<file path="config.mk">
export PLATFORM = sky130hd
export DESIGN_NAME = mse_ram
export DESIGN_NICKNAME = d
export VERILOG_FILES = /design/src/rtl/core/mse_ram.sv
export SDC_FILE = /design/constraint.sdc
export NUM_CORES = 1
export LEC_CHECK = 0
export BUFFER_PORTS_ARGS = -buffer_cell sky130_fd_sc_hd__buf_2
export CORE_ASPECT_RATIO = 1.25
export CORE_UTILIZATION = 56
export CTS_CLUSTER_SIZE = 28
export DETAILED_ROUTE_END_ITERATION = 6
export PLACE_DENSITY = 0.75
export SYNTH_ARGS = -nofsm -noshare
export SYNTH_HDL_FRONTEND = slang
export SYNTH_SLANG_ARGS = --single-unit
</file>
<file path="constraint.sdc">
create_clock -name clk -period 2.7 [get_ports clk]
set_input_delay 0.405 -clock clk [delete_from_list [all_inputs] [get_ports clk]]
set_output_delay 0.405 -clock clk [all_outputs]
set_load 0.02 [all_outputs]
</file>
<file path="src/rtl/core/mse_ram.sv">
// Generic single-port-write, single-port-read RAM with registered read
module mse_ram #(
  parameter int WIDTH = 32,
  parameter int DEPTH = 32
) (
  input  logic                     clk,
  input  logic                     wr_en,
  input  logic [$clog2(DEPTH)-1:0] wr_addr,
  input  logic [WIDTH-1:0]         wr_data,
  input  logic [$clog2(DEPTH)-1:0] rd_addr,
  output logic [WIDTH-1:0]         rd_data
);
  logic [WIDTH-1:0] mem [DEPTH];

  always_ff @(posedge clk) begin
    if (wr_en) mem[wr_addr] <= wr_data;
    rd_data <= mem[rd_addr];
  end
endmodule

</file>
Word-level counts from Yosys, hierarchy flattened

Memories as Yosys holds them, arrays and structs flattened. A register that Yosys moved wholly into a read port is not among the register bits.
Cells that the tools add are included.
W data, S select, Z words.

$add $sub $neg: 0
Multipliers: 0
Divide/modulo/power cells: 0
$lt $le $gt $ge: 0
Equal/unequal tests: 0
Shifts and indexed selects: 0
Multiplexer cells: 2
Bitwise operators: 0
Reduce and logical (&&, ||, !) cells: 0

Operator list:

| kind    | number |
|---|---|
| $mux W1 | 2 |

Register bits: 0
Latch bits: 0
Memory bits (writable): 1024
Bits in read-only memories: 0
Input port bits: 44
Output and inout bits: 32
Memories: 1

Memory list:

| name | depth | bits a word | rd ports | clocked after memory_dff | wr ports | RTL line | source |
|---|---|---|---|---|---|---|---|
| mem  | 32    | 32          | 1        | 1                        | 1        | 13       | `logic [WIDTH-1:0] mem [DEPTH];` |

Longest topological paths before layout

Gate-level depths: netlist (run 1).

Depth after elaboration: 2
Gate-level depth with buffers: 8
Depth with buffers taken out: 5

Least setup slack after synthesis (run 1)

OpenSTA, ideal clock, no wires.

Kind: input to register
From: input port wr_addr[1]
To: memory mem[12][0], enable pin
Data arrival time: 2418 ps
Data required time: 2279 ps
Slack: -139 ps
Cell stages on the path: 3
Path buffers: 1
Cell sequence: or3b_2 > clkbuf_1 > nor2_1

RTL lines:

| what        | RTL line | source |
|---|---|---|
| from (decl) | 8        | `input logic [$clog2(DEPTH)-1:0] wr_addr,` |
| to (decl)   | 13       |  |

Straight into the memory's write port.

Final worst setup path (run 1)

From: register rd_data[13], read port of mem
To: output port rd_data[13]

RTL lines:

| what        | RTL line | source |
|---|---|---|
| from (decl) | 11       | `output logic [WIDTH-1:0] rd_data` |

No word-level cell between the ends.

==> out/metrics.cfg, run 1 <==
[power_and_ir_drop]
total_power_w=0.0332
power.leakage_nw=16.1
power_density_nw_per_um2=722
vdd_drop_max_mv=0.519

[floorplan]
dieArea_sq_um=73400
io_pins=76
coreArea_sq_um=71100
die_y_um=303
die_w_um=242
initial_core_util=0.570
core.rowCount=109

[placed_design]
dp.cells=3263
gp_congestion=0.806
numPortBuffers=75
hpwl_um=52500

[routing]
drc_errors=0
wl_per_cell_um=27.4
drtIter0Drc=2329
viasPerCell=6.20
ant_nets=0
vias=21300
drt-total-wl_um=94200
first_pass_iters=5

[clock_tree]
htreeDepth=3
cts_tree=yes
insertion_delay_ns=0.65
postCtsSetupRepairBufs=0
root_buffer=clkbuf_16
ctsLongestPathBuffers=3
cts-resized-gates=0
cts_sinks=1056
cts_hold_buf=0
clkTransAtPathRegs_ns=0.06
cts_inserted_buffers=93

[timing]
min_period_over_period=0.660
finClkSkew_ns=0.0260
relSlewSlack=0.606
tightest_slew_ns=0.591
setup_violations=0
slew_viol_final=0
grt_setup_unrepaired=no
min_period_ns=1.78
fmax_ghz=0.561
hold_viol_final=0

[setup_path]
r2r_slack_ns=1.28
r2r-end=rd_data[2]
slowest_delay_ns=0.49
cp_max_fo=1
path_cells=buf_2
worstPathArrival_ns=1.38
path_delay_family=flip-flops
crit_type=flop to primary output
cp.required_ns=2.30
reg2reg_from=mem[4][2]
r2r_cells=5
endpoint_kind=primary output
cp.buffers_inverters=1
setup.worst_path.start_class=flop
critPathSlowestCell=dfxtp_1

[synthesis]
ys_types=25
yosys-top-cells-area=edfxtp_1, mux2i_1, a22oi_1
synth_nets=2304
synth_top_area_frac=0.760
ys_warn_count=0
synth_area_sq_um=40500
avgSynthCellArea_sq_um=17.9
synth-seq-cells=1056
synthCells=2260
synth_seq_area_share=0.775
yosysTopAreaCell=edfxtp_1

[global_routing]
grt_pass1_wl_um=138000
grt_max_degree=73
grt_usage=0.259
grt_pass1_vias=21500
antenna_found_initial=1
grt_overflow=0

[outcome]
status=complete, no violations

[worst_hold_path]
min-delay-start=wr_data[5]
holdPathStages=1
hold_class=input pin to flop
hold_end=mem[26][5]

[final_layout]
layout-drive-gt1-share=0.146
final_net_count=2459
instances_no_fill=3437
area_delta_synth_final_pct=13.5

[run]
timing.max_cap.violations=0

-- cells by family after synthesis --
group / count (synthesis) / synth area share
multiplexers: 512 / 0.127
buffers and inverters: 127 / 0.0186
AND/OR/NAND/NOR: 277 / 0.0310
flip-flops: 1056 / 0.775
AO/OA/AOI/OAI: 288 / 0.0485
-- power breakdown --
part	switching [W]	internal, W	total [W]
logic	0.00117	0.000607	0.00178
registers	0.0000956	0.0182	0.0183
clock network	0.00565	0.00743	0.0131
total	0.00692	0.0263	0.0332
-- synth_stat cells --
library cell and n:
nor2_1 34, nand3_1 98, dfxtp_1 32, clkbuf_4 2
buf_4 33, a22o_1 64, a31oi_1 32, and2b_1 1
nand2b_1 2, nand3b_1 5, a21oi_1 96, and2_1 1
buf_1 5, edfxtp_1 1024, clkbuf_1 46, a22oi_1 96
buf_2 26, nor2b_1 1, or3_1 1, nand2_1 98
buf_6 15, or3b_2 3, mux2i_1 512, nor3_1 32
or2_2 1
-- placed cells by master, fill, tap and decap left out, types with 18 or more instances in the layout --
master,instances
a21oi_1,96
a22o_1,64
a22oi_1,96
a31oi_1,32
buf_12,42
buf_2,74
buf_4,70
clkbuf_1,20
clkbuf_16,94
clkinv_1,19
clkinv_2,18
dfxtp_1,32
edfxtp_1,1024
mux2i_1,512
nand2_1,97
nand3_1,98
nor2_4,33
nor3_1,32
-- registers in the layout (all words and copies together) (netlist names) --
signal   count
rd_data     32
mem       1024
-- area by class of cell --
type,count,area [sq um]
diodes,1,2.50
clock buffers,116,2450
clock inverters,57,552
fillers,4653,25100
multi-input cells,1077,8610
flip-flops and latches,1056,31400
well taps,943,1180
repair buffers,187,1750
-- through the flow --
| stage | hold slack (ns) | TNS (ns) | area, sq um | util | setup slack (ns) |
|---|---|---|---|---|---|
| after floorplan | 0.504 | -34.67 | 40500 | - | -0.139 |
| after global placement | 0.578 | 0 | 42900 | 0.604 | 0.452 |
| after detailed placement | 0.580 | 0 | 42900 | 0.604 | 0.406 |
| after CTS | 0.207 | 0 | 45900 | 0.647 | 0.874 |
| final | 0.243 | 0 | 45900 | 0.647 | 0.917 |
| after global routing | 0.255 | 0 | 45900 | 0.647 | 0.870 |
-- how the worst max path moves through the flow --
stage | start | endpoint | slack, ns | depth (start not counted)
6_report | rd_data[13] | rd_data[13] | 0.92 | 1
5_1_grt | rd_data[13] | rd_data[13] | 0.87 | 1
4_1_cts | rd_data[13] | rd_data[13] | 0.87 | 1
3_5_place_dp | rd_addr[2] | rd_data[2] | 0.41 | 8
3_3_place_gp | rd_addr[2] | rd_data[2] | 0.45 | 8
2_1_floorplan | wr_addr[1] | mem[12][0] | -0.14 | 3
-- layer usage --
layer | wire length (um) | up-vias | GRT usage
met1 | 35800 | 10900 | 0.334
met2 | 48800 | 953 | 0.453
met5 | 0 | - | 0
met4 | 3190 | 0 | 0.104
li1 | - | 9268 | -
met3 | 6350 | 162 | 0.0289
Note: power is estimated with default switching activity, not from simulation.
==> run 2, diff against run 1 <==
==> constraint.sdc (replaced) <==
create_clock -name clk -period 1.6 [get_ports clk]
set_input_delay 0.24 -clock clk [delete_from_list [all_inputs] [get_ports clk]]
set_output_delay 0.24 -clock clk [all_outputs]
set_load 0.02 [all_outputs]
==> out/metrics.cfg, run 2 (synthesis results as in run 1) <==
[outcome]
status=complete, no violations  ; unchanged

[floorplan]
core.rowCount=109  ; unchanged
io_pins=76  ; unchanged
coreArea_sq_um=71100  ; unchanged
dieArea_sq_um=73400  ; unchanged
die_w_um=242  ; unchanged
die_y_um=303  ; unchanged
initial_core_util=0.570  ; unchanged

[timing]
hold_viol_final=0  ; unchanged
finClkSkew_ns=0.0156  ; was 0.0260 ns
fmax_ghz=0.657
min_period_over_period=0.951
grt_setup_unrepaired=no  ; unchanged
setup_violations=0  ; unchanged
min_period_ns=1.52
relSlewSlack=0.627  ; was 0.606
tightest_slew_ns=0.560  ; was 0.591 ns
slew_viol_final=0  ; unchanged

[global_routing]
grt_pass1_vias=22300  ; was 21.5k
grt_usage=0.273  ; was 0.259
grt_overflow=0  ; unchanged
antenna_found_initial=4  ; was 1
grt_max_degree=37  ; was 73
grt_pass1_wl_um=144000  ; was 138000 um

[setup_path]
slowest_delay_ns=0.42  ; was 0.49 ns
cp_max_fo=1  ; unchanged
crit_type=flop to primary output  ; unchanged
cp.required_ns=1.36  ; was 2.30 ns
path_cells=buf_2  ; unchanged
critPathSlowestCell=dfxtp_1  ; unchanged
endpoint_kind=primary output  ; unchanged
setup.worst_path.start_class=flop  ; unchanged
worstPathArrival_ns=1.28  ; was 1.38 ns
path_delay_family=flip-flops  ; unchanged
cp.buffers_inverters=1  ; unchanged

[worst_hold_path]
hold_class=input pin to flop  ; unchanged

[clock_tree]
cts_sinks=1056  ; unchanged
htreeDepth=3  ; unchanged
cts_hold_buf=0  ; unchanged
ctsLongestPathBuffers=3  ; unchanged
root_buffer=clkbuf_16  ; unchanged
clkTransAtPathRegs_ns=0.06  ; about the same
cts_tree=yes  ; unchanged
insertion_delay_ns=0.66  ; was 0.65 ns
cts_inserted_buffers=94  ; was 93

[power_and_ir_drop]
vdd_drop_max_mv=0.803  ; was 0.519 mV
combPwrFrac=0.060  ; was 0.054
power_density_nw_per_um2=1180  ; was 722 nW/um^2
switching_power_w=0.0120  ; was 0.00692 W
power.leakage_nw=17.0  ; was 16.1 nW
intPower_w=0.0447  ; was 0.0263 W
p_seq_frac=0.545  ; was 0.552
p_sw_frac=0.211  ; was 0.209
total_power_w=0.0567  ; was 0.0332 W
clkPwrFrac=0.395  ; was 0.394

[placed_design]
numPortBuffers=75  ; unchanged
hpwl_um=60400  ; was 52500 um
gp_congestion=0.834  ; was 0.806

[routing]
wl_per_cell_um=27.9  ; was 27.4 um
first_pass_iters=6  ; was 5
drc_errors=0  ; unchanged
drt-total-wl_um=99900  ; was 94200 um
vias=22400  ; was 21.3k
viasPerCell=6.26  ; was 6.20
drtIter0Drc=2510  ; was 2329
ant_nets=0  ; unchanged

[final_layout]
top_register=mem  ; unchanged
largest_register_ffs=1024  ; unchanged
post-route-util=0.674  ; was 0.647
final.fill_count=4347  ; was 4653
top_regs=mem x1024, rd_data x32  ; unchanged
layout_common_cells=edfxtp_1, mux2i_1, buf_4  ; was edfxtp_1, mux2i_1, nand3_1
area_delta_synth_final_pct=18.3  ; was 13.5%
layout-drive-gt1-share=0.192  ; was 0.146
final_net_count=2593  ; was 2459
layout_commonest_cell=edfxtp_1  ; unchanged

[run]
timing.max_cap.violations=0  ; unchanged

run 2: cell count changes in the layout (fill, tap and decap cells not counted), moves of 4 or more:
cell and change:
clkbuf_1 +4, clkinv_1 -5, buf_4 +65, buf_12 +68
run 2: final timing paths:
path,to,startpoint,depth (start not counted),slack (ns)
setup reg to reg,rd_data[10],mem[0][10],6,0.26
hold / removal,mem[12][20],wr_data[20],1,0.07
setup / recovery,rd_data[8],rd_data[8],1,0.08
hold reg to reg,rd_data[26],mem[16][26],4,0.60
run 2: power by group through the flow:
stage / registers, W / logic (W) / clock network [W]
2_1_floorplan: 0.0316 / 0.00163 / 0
3_3_place_gp: 0.0315 / 0.00329 / 0
3_5_place_dp: 0.0315 / 0.00337 / 0
4_1_cts: 0.0309 / 0.00340 / 0.0225
5_1_grt: 0.0309 / 0.00361 / 0.0236
6_report: 0.0309 / 0.00343 / 0.0224
run 2: routing by layer:
metal	routed length [um]	vias up	GRT usage
met5	19	-	0
met4	4570	4	0.130
met3	8240	239	0.0372
met2	49700	1125	0.460
met1	37300	11400	0.353
li1	-	9576	-
run 2: final cells by class:
| type | instances | area (sq um) | area share |
|---|---|---|---|
| Antenna cell | 3 | 7.51 | 0.000157 |
| Clock buffer | 125 | 2560 | 0.0535 |
| Clock inverter | 51 | 520 | 0.0109 |
| Multi-Input combinational cell | 1077 | 8630 | 0.180 |
| Sequential cell | 1056 | 31400 | 0.656 |
| Tap cell | 943 | 1180 | 0.0246 |
| Timing Repair Buffer | 320 | 3600 | 0.0752 |
run 2: stage by stage:
| step | TNS, ns | hold WS (ns) | instance area, sq um | cells | setup WS, ns |
|---|---|---|---|---|---|
| 6_report | 0 | 0.0678 | 47900 | 3575 | 0.0789 |
| 5_1_grt | 0 | 0.0760 | 47900 | 3573 | 0.0771 |
| 4_1_cts | 0 | 0.0367 | 47900 | 3572 | 0.0549 |
| 3_5_place_dp | -13.31 | 0.584 | 44800 | 3396 | -0.279 |
| 3_3_place_gp | -7.89 | 0.584 | 44800 | 3396 | -0.233 |
| 2_1_floorplan | -192.42 | 0.339 | 40800 | 2260 | -0.324 |
run 2: what timing repair did:
item,in CTS,in global routing
hold endpoints to repair,0,0
endpoints found under the setup margin,1,0
buffers inserted,0,0
resized for setup,1,0
